File: src/rtl/core/assert_macros.svh
// assertion macros shared by the rtl
`ifndef ASSERT_MACROS_SVH
`define ASSERT_MACROS_SVH

// property that holds at every clock edge out of reset
`define BPTC_ASSERT(label, clk, rst_n, prop, msg) \
    label: assert property (@(posedge clk) disable iff (!rst_n) (prop)) \
        else $error(msg);

// same-cycle implication
`define BPTC_ASSERT_IMP(label, clk, rst_n, ante, cons, msg) \
    label: assert property (@(posedge clk) disable iff (!rst_n) (ante) |-> (cons)) \
        else $error(msg);

// next-cycle implication
`define BPTC_ASSERT_NXT(label, clk, rst_n, ante, cons, msg) \
    label: assert property (@(posedge clk) disable iff (!rst_n) (ante) |=> (cons)) \
        else $error(msg);

`endif

File: src/rtl/core/bptc_pkg.sv
// shared types, constants and arithmetic helpers of the barometer compensation core
`default_nettype none

package bptc_pkg;

    // queue between front and back
    localparam int QDEPTH = 4;
    localparam int QPTR_W = 2;
    localparam int QCNT_W = 3;

    // restoring divider depth, one quotient bit per stage
    localparam int DIV_STAGES = 64;

    // compensation constants
    localparam logic [33:0] TEMP_OFFSET  = 34'd128000;
    localparam logic [20:0] PRESS_OFFSET = 21'd1048576;
    localparam logic [11:0] PRESS_SCALE  = 12'd3125;
    localparam logic [31:0] CENTI_ROUND  = 32'd128;
    localparam logic [63:0] V1_BIAS      = 64'h0000_8000_0000_0000;

    // configuration register indexes
    typedef enum logic [1:0] {
        REG_TEMP_CALIB  = 2'd0,
        REG_PRESS_LOW   = 2'd1,
        REG_PRESS_MID   = 2'd2,
        REG_PRESS_HIGH  = 2'd3
    } t_reg_idx;

    // unpacked calibration words
    typedef struct packed {
        logic [15:0] t1;
        logic [15:0] t2;
        logic [15:0] t3;
        logic [15:0] p1;
        logic [15:0] p2;
        logic [15:0] p3;
        logic [15:0] p4;
        logic [15:0] p5;
        logic [15:0] p6;
        logic [15:0] p7;
        logic [15:0] p8;
        logic [15:0] p9;
    } t_calib;

    // item handed from front to back
    typedef struct packed {
        logic [19:0] raw_p;
        logic [31:0] fine;
    } t_mid;

    // queue status
    typedef struct packed {
        logic              full;
        logic              empty;
        logic [QCNT_W-1:0] count;
    } t_q_stat;

    // front status
    typedef struct packed {
        logic last_valid;
        logic stall;
    } t_front_stat;

    // temperature results carried along the pressure path
    typedef struct packed {
        logic [31:0] fine;
        logic [31:0] centi;
    } t_temp;

    // side data through the divider
    typedef struct packed {
        t_temp temp;
        logic  ok;
        logic  neg;
    } t_div_side;

    function automatic logic [31:0] asr32(input logic [31:0] x, input int unsigned n);
        return $signed(x) >>> n;
    endfunction

    function automatic logic [63:0] asr64(input logic [63:0] x, input int unsigned n);
        return $signed(x) >>> n;
    endfunction

    // unsigned 32 bit times signed 16 bit, full product
    function automatic logic [48:0] mul_u32_s16(input logic [31:0] a, input logic [15:0] b);
        logic signed [32:0] sa;
        logic signed [15:0] sb;
        logic signed [48:0] pr;
        sa = $signed({1'b0, a});
        sb = $signed(b);
        pr = sa * sb;
        return pr;
    endfunction

    // low 32 bits of a times sign-extended b
    function automatic logic [31:0] mul_lo32_s16(input logic [31:0] a, input logic [15:0] b);
        return a * {{16{b[15]}}, b};
    endfunction

    // join upper and lower partial products into a 64 bit wrap result
    function automatic logic [63:0] join_prod(input logic [31:0] hi, input logic [48:0] lo);
        return {hi, 32'd0} + {{15{lo[48]}}, lo};
    endfunction

endpackage

`default_nettype wire

File: src/rtl/core/bptc_queue.sv
// short register queue decoupling front and back
`default_nettype none

module bptc_queue (
    input  wire logic              i_clk,
    input  wire logic              i_rst_n,
    input  wire logic              i_push,
    input  wire bptc_pkg::t_mid    i_item,
    input  wire logic              i_pop,
    output bptc_pkg::t_mid         o_item,
    output bptc_pkg::t_q_stat      o_stat
);
    import bptc_pkg::*;

    t_mid              r_mem [QDEPTH];
    logic [QPTR_W-1:0] r_wp;
    logic [QPTR_W-1:0] r_rp;
    logic [QCNT_W-1:0] r_cnt;

    assign o_item = r_mem[r_rp];
    assign o_stat = '{full: (r_cnt == QCNT_W'(QDEPTH)), empty: (r_cnt == '0), count: r_cnt};

    // pointers and fill count
    always_ff @(posedge i_clk) begin
        if (!i_rst_n) begin
            r_wp  <= '0;
            r_rp  <= '0;
            r_cnt <= '0;
        end else begin
            if (i_push) begin
                r_wp <= r_wp + 1'b1;
            end
            if (i_pop) begin
                r_rp <= r_rp + 1'b1;
            end
            priority if (i_push && !i_pop) begin
                r_cnt <= r_cnt + 1'b1;
            end else if (!i_push && i_pop) begin
                r_cnt <= r_cnt - 1'b1;
            end else begin
                r_cnt <= r_cnt;
            end
        end
    end

    // storage
    always_ff @(posedge i_clk) begin
        if (i_push) begin
            r_mem[r_wp] <= i_item;
        end
    end

endmodule

`default_nettype wire

File: config.mk
export PLATFORM = sky130hd
export DESIGN_NAME = bptc_queue
export DESIGN_NICKNAME = d
export VERILOG_FILES = /design/src/rtl/core/assert_macros.svh /design/src/rtl/core/bptc_pkg.sv /design/src/rtl/core/bptc_queue.sv
export SDC_FILE = /design/constraint.sdc
export NUM_CORES = 1
export LEC_CHECK = 0
export BUFFER_PORTS_ARGS = -buffer_cell sky130_fd_sc_hd__buf_2
export CORE_MARGIN = 3
export CORE_UTILIZATION = 53
export CTS_BUF_LIST = sky130_fd_sc_hd__clkbuf_8
export DETAILED_ROUTE_END_ITERATION = 16
export PLACE_DENSITY = 0.78
export SETUP_SLACK_MARGIN = 0.4
export SLEW_MARGIN = 20
export SYNTH_ARGS = -nofsm -noshare
export SYNTH_HDL_FRONTEND = slang
export SYNTH_SLANG_ARGS = --single-unit
File: constraint.sdc
create_clock -name i_clk -period 2.2 [get_ports i_clk]
set_input_delay 0.66 -clock i_clk [delete_from_list [all_inputs] [get_ports i_clk]]
set_output_delay 0.66 -clock i_clk [all_outputs]
set_load 0.1 [all_outputs]
==> reports/qor.txt <==
Tmin final -> 2.54 ns
CTS Buf Count -> 35
clk root buf -> clkbuf_8
DRT Wirelength -> 14500 µm
Hold Crit Class -> primary input to flip-flop
Fin Hold WS -> 0.367 ns
# diodes -> 0
highest routed metal layer -> met5
Syn-to-layout area delta -> 25.2%
Port Buffer Count -> 112
worst-margin pin slew -> 0.254 ns
Reg clk slew, reported paths -> 0.06 ns
share of layout cells above drive strength 1 -> 48.4%
Crit. End Element -> output pin
First DRT Iteration DRCs -> 243
Fin. Hold Viols -> 0
Worst-Skew Late Latency -> 0.51 ns
max capacitance violation total -> 0
Clock Sinks -> 217
Setup violations, final -> 52
CP required -> 1.54 ns
WL/cell -> 21.4 µm
synth top area cells -> edfxtp_1 (78%), mux4_2 (14%), dfxtp_1 (2.2%), buf_12 (1.2%), ha_1 (0.78%)
Internal Power -> 7010 µW
CP arrival -> 1.88 ns
combinational power share -> 23.8%
Starting Density -> 54.7%
All-Layer GR Usage -> 17.9%
syn_area_per_cell -> 25.4 µm²
drt first pass iters -> 4
core area -> 14600 µm²
Max Root-Sink Buffers -> 3
P per Cell Area -> 1020 nW/µm²
Seq cells post-synth -> 217
area leader, netlist -> edfxtp_1
Die Ht -> 129 µm
M1 WL -> 5390 µm
Leak -> 0.00347 µW
die area -> 16600 µm²
worst setup margin -> -0.339 ns
commonest non-fill, non-tap cell in the layout -> edfxtp_1
non-filler cells, final -> 676
Max Clk Rate -> 394 MHz
crit-path max FO -> 5
num rows -> 44
total global routing overflow -> 0
commonest cells after routing, fill and taps aside -> edfxtp_1 (208), buf_2 (55), mux4_2 (52), buf_6 (50), clkbuf_8 (36)
Clock power frac -> 28.8%
DRC violations left -> 0
critical setup path kind -> flip-flop to output pin
final clock skew -> 0.0142 ns
global-route wire length before repair -> 22600 µm
critical path startpoint category -> flip-flop
Syn Inst Count -> 315
period utilisation layout -> 115%
Synthesis Warnings -> 0
sequential share of the synthesized area -> 80.2%
Die Wd -> 129 µm
placed insts -> 613
run status -> complete, but fails checks
Sequential Power Share -> 47.3%
DP Worst Slack -> 0.0187 ns
Cell Area, Placed -> 8940 µm²
Finished Cell Area -> 10000 µm²
H-tree levels -> 2
met3 routed WL -> 1180 µm
RePlAce Congestion -> 0.682
final max-slew violation count -> 0
largest net degree at the start of global routing -> 40
Mapped Area -> 8010 µm²
HPWL after DPL -> 8500 µm
vias in the first global route -> 4177
initial antenna violation count -> 1
RSZ-0062 raised after global routing -> true
Via density -> 5.54
nets -> 534
switching power -> 3180 µW
total number of vias -> 3746
Distinct cells, synth -> 22
Peak supply drop -> 0.629 mV
failing checks -> setup timing
switching portion of total power -> 31.2%
Synth Net Count -> 377
post-route antenna net violation count -> 0
met2 WL -> 7610 µm
share of the synthesized area in the top cell type -> 78.0%
I/O pins -> 113
CTS tree -> built
Slew HR -> 83.1%
synth_stat cells:
cell type / number
mux4_1: 2
fa_1: 1
inv_1: 4
nor2b_1: 2
nor3_1: 1
clkbuf_1: 1
mux2i_1: 2
xnor2_1: 2
buf_2: 5
xor2_1: 3
or3_1: 1
ha_1: 5
and2_1: 9
o21ai_0: 1
edfxtp_1: 208
dfxtp_1: 9
a21boi_0: 1
nor3b_1: 1
buf_12: 5
mux4_2: 50
nand2_1: 1
buf_6: 1
sequential cells by signal (all words and copies together) (netlist names), named ones only:
| register | flops |
|---|---|
| r_rp | 2 |
| r_wp | 2 |
| r_mem | 208 |
| r_cnt | 3 |
cell type report:
type / count / area, µm²
flip-flops and latches: 217 / 6440
fillers: 924 / 4610
multi-input cells: 82 / 1460
repair buffers: 132 / 1280
clock buffers: 36 / 495
well taps: 184 / 230
clock inverters: 21 / 88.8
inverters: 4 / 27.5
metrics by stage:
stage / setup TNS (ns) / utilization [%] / power, µW
CTS: -18.50 / 68.3 / 10300
finish: -16.07 / 68.5 / 10200
detailed placement: 0 / 61.1 / 7010
global route: -20.12 / 68.5 / 10600
global placement: 0 / 61.1 / 6970
floorplan: 0 / - / 6630
final timing paths:
kind | startpoint | to | slack (ns) | cells past startpoint
min | i_item[27] | r_mem[1][27]$_DFFE_PP_ | 0.37 | 1
max | flip-flop | o_item[38] | -0.34 | 4
min reg2reg | r_wp[1]$_SDFFE_PN0P_ | r_wp[1]$_SDFFE_PN0P_ | 0.59 | 2
max reg2reg | r_cnt[1]$_SDFFE_PN0P_ | r_cnt[2]$_SDFFE_PN0P_ | 0.60 | 5
critical path, cell delays in order, from the launching register on:
cell and delay [ns]:
dfxtp_4 0.40, buf_6 0.11, buf_8 0.11, mux4_2 0.56
buf_12 0.20
what timing repair did:
item                                    CTS  global route
buffers inserted                          5             0
gates cloned                              1             0
endpoints found under the setup margin   57            57
pin swaps                                 2             0
resized for setup                       128             7
hold buffers                              0             0
power by group through the flow:
stage / clock, µW / combinational [µW] / sequential [µW]
detailed placement: 0 / 2110 / 4910
CTS: 3030 / 2430 / 4820
global placement: 0 / 2080 / 4890
floorplan: 0 / 1680 / 4960
global route: 3200 / 2510 / 4840
finish: 2940 / 2430 / 4820
layer usage:
| layer | up-vias | track usage [%] |
|---|---|---|
| li1 | 1650 | - |
| met1 | 1927 | 22.0 |
| met2 | 137 | 30.5 |
| met3 | 30 | 6.02 |
| met4 | 2 | 5.74 |
| met5 | - | 0 |
cells by family (layout without fill, tap and decap cells):
family | Yosys count | after routing | synth area share, %
AO/OA/AOI/OAI | 2 | 2 | 0.156
XOR/XNOR | 5 | 5 | 0.547
adder cells (fa/ha/maj) | 6 | 6 | 1.03
buffers and inverters | 16 | 193 | 1.94
flip-flops | 217 | 217 | 80.2
multiplexers | 54 | 54 | 15.0
AND/OR/NAND/NOR | 15 | 15 | 1.14
Note: power is estimated with default switching activity, not from simulation.
