### src/rtl/core/assert_macros.svh
// assertion macros shared by the rtl
`ifndef ASSERT_MACROS_SVH
`define ASSERT_MACROS_SVH

// property that holds at every clock edge out of reset
`define BPTC_ASSERT(label, clk, rst_n, prop, msg) \
    label: assert property (@(posedge clk) disable iff (!rst_n) (prop)) \
        else $error(msg);

// same-cycle implication
`define BPTC_ASSERT_IMP(label, clk, rst_n, ante, cons, msg) \
    label: assert property (@(posedge clk) disable iff (!rst_n) (ante) |-> (cons)) \
        else $error(msg);

// next-cycle implication
`define BPTC_ASSERT_NXT(label, clk, rst_n, ante, cons, msg) \
    label: assert property (@(posedge clk) disable iff (!rst_n) (ante) |=> (cons)) \
        else $error(msg);

`endif

### src/rtl/core/bptc_pkg.sv
// shared types, constants and arithmetic helpers of the barometer compensation core
`default_nettype none

package bptc_pkg;

    // queue between front and back
    localparam int QDEPTH = 4;
    localparam int QPTR_W = 2;
    localparam int QCNT_W = 3;

    // restoring divider depth, one quotient bit per stage
    localparam int DIV_STAGES = 64;

    // compensation constants
    localparam logic [33:0] TEMP_OFFSET  = 34'd128000;
    localparam logic [20:0] PRESS_OFFSET = 21'd1048576;
    localparam logic [11:0] PRESS_SCALE  = 12'd3125;
    localparam logic [31:0] CENTI_ROUND  = 32'd128;
    localparam logic [63:0] V1_BIAS      = 64'h0000_8000_0000_0000;

    // configuration register indexes
    typedef enum logic [1:0] {
        REG_TEMP_CALIB  = 2'd0,
        REG_PRESS_LOW   = 2'd1,
        REG_PRESS_MID   = 2'd2,
        REG_PRESS_HIGH  = 2'd3
    } t_reg_idx;

    // unpacked calibration words
    typedef struct packed {
        logic [15:0] t1;
        logic [15:0] t2;
        logic [15:0] t3;
        logic [15:0] p1;
        logic [15:0] p2;
        logic [15:0] p3;
        logic [15:0] p4;
        logic [15:0] p5;
        logic [15:0] p6;
        logic [15:0] p7;
        logic [15:0] p8;
        logic [15:0] p9;
    } t_calib;

    // item handed from front to back
    typedef struct packed {
        logic [19:0] raw_p;
        logic [31:0] fine;
    } t_mid;

    // queue status
    typedef struct packed {
        logic              full;
        logic              empty;
        logic [QCNT_W-1:0] count;
    } t_q_stat;

    // front status
    typedef struct packed {
        logic last_valid;
        logic stall;
    } t_front_stat;

    // temperature results carried along the pressure path
    typedef struct packed {
        logic [31:0] fine;
        logic [31:0] centi;
    } t_temp;

    // side data through the divider
    typedef struct packed {
        t_temp temp;
        logic  ok;
        logic  neg;
    } t_div_side;

    function automatic logic [31:0] asr32(input logic [31:0] x, input int unsigned n);
        return $signed(x) >>> n;
    endfunction

    function automatic logic [63:0] asr64(input logic [63:0] x, input int unsigned n);
        return $signed(x) >>> n;
    endfunction

    // unsigned 32 bit times signed 16 bit, full product
    function automatic logic [48:0] mul_u32_s16(input logic [31:0] a, input logic [15:0] b);
        logic signed [32:0] sa;
        logic signed [15:0] sb;
        logic signed [48:0] pr;
        sa = $signed({1'b0, a});
        sb = $signed(b);
        pr = sa * sb;
        return pr;
    endfunction

    // low 32 bits of a times sign-extended b
    function automatic logic [31:0] mul_lo32_s16(input logic [31:0] a, input logic [15:0] b);
        return a * {{16{b[15]}}, b};
    endfunction

    // join upper and lower partial products into a 64 bit wrap result
    function automatic logic [63:0] join_prod(input logic [31:0] hi, input logic [48:0] lo);
        return {hi, 32'd0} + {{15{lo[48]}}, lo};
    endfunction

endpackage

`default_nettype wire

### src/rtl/core/bptc_front.sv
// front: input capture and 32 bit temperature compensation pipeline
`default_nettype none

module bptc_front (
    input  wire logic                  i_clk,
    input  wire logic                  i_rst_n,
    input  wire bptc_pkg::t_calib      i_calib,
    input  wire logic                  i_push,
    input  wire logic [19:0]           i_raw_t,
    input  wire logic [19:0]           i_raw_p,
    input  wire bptc_pkg::t_q_stat     i_q_stat,
    output logic                       o_full,
    output logic                       o_q_push,
    output bptc_pkg::t_mid             o_q_item,
    output bptc_pkg::t_front_stat      o_stat
);
    import bptc_pkg::*;

    logic        w_en;
    logic [3:0]  r_fv;
    logic [19:0] r_f0_t;
    logic [19:0] r_f0_p;
    logic [19:0] r_f1_p;
    logic [19:0] r_f2_p;
    logic [19:0] r_f3_p;
    logic [31:0] r_f1_prod;
    logic [31:0] r_f1_dd;
    logic [31:0] r_f2_tv1;
    logic [31:0] r_f2_x;
    logic [31:0] r_f3_fine;
    logic [31:0] w_a;
    logic [31:0] w_d;
    logic [31:0] w_t2;
    logic [31:0] w_t3;

    // stall only when the last stage cannot hand over
    assign w_en     = !(r_fv[3] && i_q_stat.full);
    assign o_full   = !w_en;
    assign o_q_push = r_fv[3] && !i_q_stat.full;
    assign o_q_item = '{raw_p: r_f3_p, fine: r_f3_fine};
    assign o_stat   = '{last_valid: r_fv[3], stall: !w_en};

    // calibration operands
    assign w_t2 = {{16{i_calib.t2[15]}}, i_calib.t2};
    assign w_t3 = {{16{i_calib.t3[15]}}, i_calib.t3};
    assign w_a  = {15'd0, r_f0_t[19:3]} - {15'd0, i_calib.t1, 1'b0};
    assign w_d  = {16'd0, r_f0_t[19:4]} - {16'd0, i_calib.t1};

    // valid chain
    always_ff @(posedge i_clk) begin
        if (!i_rst_n) begin
            r_fv <= '0;
        end else if (w_en) begin
            r_fv <= {r_fv[2:0], i_push};
        end
    end

    // temperature datapath
    always_ff @(posedge i_clk) begin
        if (w_en) begin
            r_f0_t    <= i_raw_t;
            r_f0_p    <= i_raw_p;
            r_f1_prod <= w_a * w_t2;
            r_f1_dd   <= w_d * w_d;
            r_f1_p    <= r_f0_p;
            r_f2_tv1  <= asr32(r_f1_prod, 11);
            r_f2_x    <= asr32(r_f1_dd, 12) * w_t3;
            r_f2_p    <= r_f1_p;
            r_f3_fine <= r_f2_tv1 + asr32(r_f2_x, 14);
            r_f3_p    <= r_f2_p;
        end
    end

endmodule

`default_nettype wire

### config.mk
export PLATFORM = sky130hd
export DESIGN_NAME = bptc_front
export DESIGN_NICKNAME = d
export VERILOG_FILES = /design/src/rtl/core/assert_macros.svh /design/src/rtl/core/bptc_pkg.sv /design/src/rtl/core/bptc_front.sv
export SDC_FILE = /design/constraint.sdc
export NUM_CORES = 2
export LEC_CHECK = 0
export BUFFER_PORTS_ARGS = -buffer_cell sky130_fd_sc_hd__buf_2
export CAP_MARGIN = 20
export CORE_ASPECT_RATIO = 1.4
export CORE_MARGIN = 2
export CORE_UTILIZATION = 45
export DETAILED_ROUTE_END_ITERATION = 10
export PLACE_DENSITY_LB_ADDON = 0.3
export SLEW_MARGIN = 20
export SYNTH_ARGS = -nofsm -noshare
export SYNTH_HDL_FRONTEND = slang
export SYNTH_SLANG_ARGS = --single-unit
### constraint.sdc
create_clock -name i_clk -period 17.55 [get_ports i_clk]
set_clock_uncertainty 0.15 [all_clocks]
set_input_delay 0.8775 -clock i_clk [delete_from_list [all_inputs] [get_ports i_clk]]
set_output_delay 0.8775 -clock i_clk [all_outputs]
set_load 0.02 [all_outputs]
==> results.md <==
- Wire per inst: between 15 and 20 µm
- FF-to-FF Start: r_f0_t[5]
- Syn_area_per_cell: 10.04 µm²
- WP data arrival: 9.51 ns
- First-pass GRT wire length: 136.4 mm
- Util after Layout: around 49%
- Synthesized area: 0.03723 mm²
- # rows: about 120
- First-pass iteration count of the detailed router: 5
- Slew @ Worst Pin: about 0.94 ns
- Die H: 344.3 µm
- Final period util: 53.52%
- R2R depth: 32
- Avg Vias per Cell: 5.008
- Final Hold Fails: 0
- Min Tclk post-route: 9.393 ns
- Clock tree buffer depth: 3
- H-tree Lvls: 1
- CP Launch Type: input port
- Top cells by area, synth: fa_1 44%, edfxtp_1 16%, inv_1 10%
- CP peak stage delay: between 0.6 and 0.7 ns
- Post-DP HPWL: roughly 67 mm
- Post-placement cell count: 4811
- Antenna violations before repair: 3
- Sum of negative setup slack: 0 ns
- Post-route ant nets: 0
- CORE AREA: 0.08176 mm²
- Clock Sinks: 203
- Clock Tree Root: clkbuf_16
- Yosys top cell area share: 43.88%
- Crit end category: flip-flop
- Ys flop type: edfxtp_1
- GP Congestion: 0.8443
- # IOs: 296
- Worst hold slack: 0.2521 ns
- DRT iter0 DRCs: 1162
- End point of the critical path: r_f1_prod[31]
- Slew Limit Fails: 0
- Syn nets: ~5000
- #FFs+latches synth: 203
- Area growth from synthesis to layout: 6.634%
- Hold Crit Depth: 0
- Sequential-to-total area share from yosys stat: 16.27%
- Total CTS buffers: 22
- Synth warnings: 0
- Crit Path Max Fanout: 28
- Synth Instances: 3709
- Max-cap check violation count: 0
- Final number of setup-violating endpoints: 0
- Reg clk slew, reported paths: 0.08 ns
- DIE AREA: ~0.085 mm²
- Die X: 247.1 µm
- Leading area contributor after synthesis: fa_1
- Port Buffer Count: 144
- Crit path required time: 17.67 ns
- CTS tree: yes
- Status: complete, no violations
- DR vias: 24300
- Starting Density: 45.53%
- Non-filler cells, final: 4852
- Post-CTS setup buffer count: 0
- Vias in the first global route: roughly 26000
- Clk_lat worst skew: 0.57 ns
- Post-route DRC: 0
- WS Path Type: input port to flip-flop
- CP Launch Point: i_calib[176]
- Resize count post-CTS: 0
- Total GRT Usage: 20.71%
- Gr ovfl total: 0
- Total Wirelength: 83.99 mm
- Final nets: 5097
- Reg-to-Reg End: r_f1_dd[31]
- Fmax: 0.1065 GHz
- RSZ-0062 raised after global routing: false
- EDFF count, synth: 199
- Ys async rst share: 0%
- Synth cell types: 76
- Internal reg-to-reg setup slack: 8.24 ns
- Max transition margin: 37.49%
- Hold-fix buffers, CTS: 0
- Slowest stage cell, crit path: or4_1
- Worst min-delay path class: flip-flop to flip-flop
- Fraction of layout cells with a size suffix above 1: ~6.3%
- Largest net degree at the start of global routing: 158
- CP most frequent cell: fa_1
==> flip-flops by register name, indices dropped and copies added, names as in the netlist <==
register,flops
r_f3_fine,22
r_f2_tv1,21
r_f2_p,20
r_f1_p,20
r_f3_p,20
r_f2_x,18
r_f1_prod,21
r_f1_dd,20
r_fv,4
r_f0_t,17
r_f0_p,20
==> synth_stat cells, drive strengths merged, types with 9 or more instances <==
| cell | number |
|---|---|
| inv | 998 |
| fa | 816 |
| nand2 | 465 |
| ha | 277 |
| and2 | 213 |
| edfxtp | 199 |
| clkbuf | 114 |
| nor2 | 111 |
| xnor2 | 104 |
| a21oi | 55 |
| nand2b | 34 |
| o21ai | 34 |
| nor2b | 32 |
| a21o | 31 |
| xor2 | 26 |
| nor3 | 25 |
| buf | 21 |
| o21a | 19 |
| nand3 | 17 |
| and3 | 15 |
| a21boi | 9 |
==> worst min path at each step <==
stage	start	slack, ns	endpoint
after floorplan	r_f0_p[0]	0.25	r_f1_p[0]
after global placement	r_f1_p[11]	0.25	r_f2_p[11]
after detailed placement	r_f1_prod[26]	0.25	r_f2_tv1[15]
after CTS	r_f1_prod[28]	0.26	r_f2_tv1[17]
after global routing	r_f1_prod[28]	0.27	r_f2_tv1[17]
final	r_f1_prod[28]	0.25	r_f2_tv1[17]
==> worst max-delay path, delay by kind of cell <==
kind | cells | cell delay [ns]
xor gates and xnor gates | 2 | 0.47
buffers and inverters | 8 | 1.17
adders and majority gates | 9 | 4.01
AOI/OAI and AO/OA | 9 | 1.33
and+or+nand+nor | 7 | 1.63
==> per-layer routing <==
layer | vias up | wire length [µm] | GRT usage, %
met5 | - | 12 | 0
met4 | 2 | 2889 | 7.116
met3 | 145 | 3536 | 2.070
met2 | 559 | 46040 | 38.85
met1 | 12580 | 31510 | 24.53
li1 | 11010 | - | -
==> placed cells by master (no fill, tap or decap), types with 34 or more instances in the layout <==
cell type  instances
and2_1           213
nand2b_1          34
fa_1             816
inv_1            994
a21oi_1           53
xnor2_1          100
buf_2            144
edfxtp_1         199
ha_1             277
nand2_1          464
nor2_1           109
==> final cells by class <==
type / instances / area [µm²]
fillers: 7620 / 42060
multi-input cells: 2368 / 26900
flip-flops and latches: 203 / 6056
inverters: 1003 / 3765
well taps: 1071 / 1340
repair buffers: 166 / 898.4
clock buffers: 27 / 589.3
clock inverters: 13 / 148.9
diodes: 1 / 2.502
==> cell families (layout without fill, tap and decap cells) <==
logic type                 count (synthesis)  count (layout)  share of synthesized area (%)
buffers and inverters                   1138            1209                          11.61
AOI/OAI and AO/OA                        198             198                          3.667
other                                      0               1                              0
muxes                                      1               1                        0.02689
adders and majority gates               1093            1093                          53.19
and+or+nand+nor                          945             945                          12.05
xor gates and xnor gates                 131             131                          3.189
DFF                                      203             203                          16.27
==> through the flow <==
step                instance area [µm²]  setup WS [ns]
detailed placement                38960          7.561
CTS                               39700          8.137
global route                      39700          7.533
finish                            39700          8.157
global placement                  38960          7.533
floorplan                         37230          8.742
Power is not shown: default switching activity piles up to over one toggle a cycle in this logic, so the estimate is an artifact.
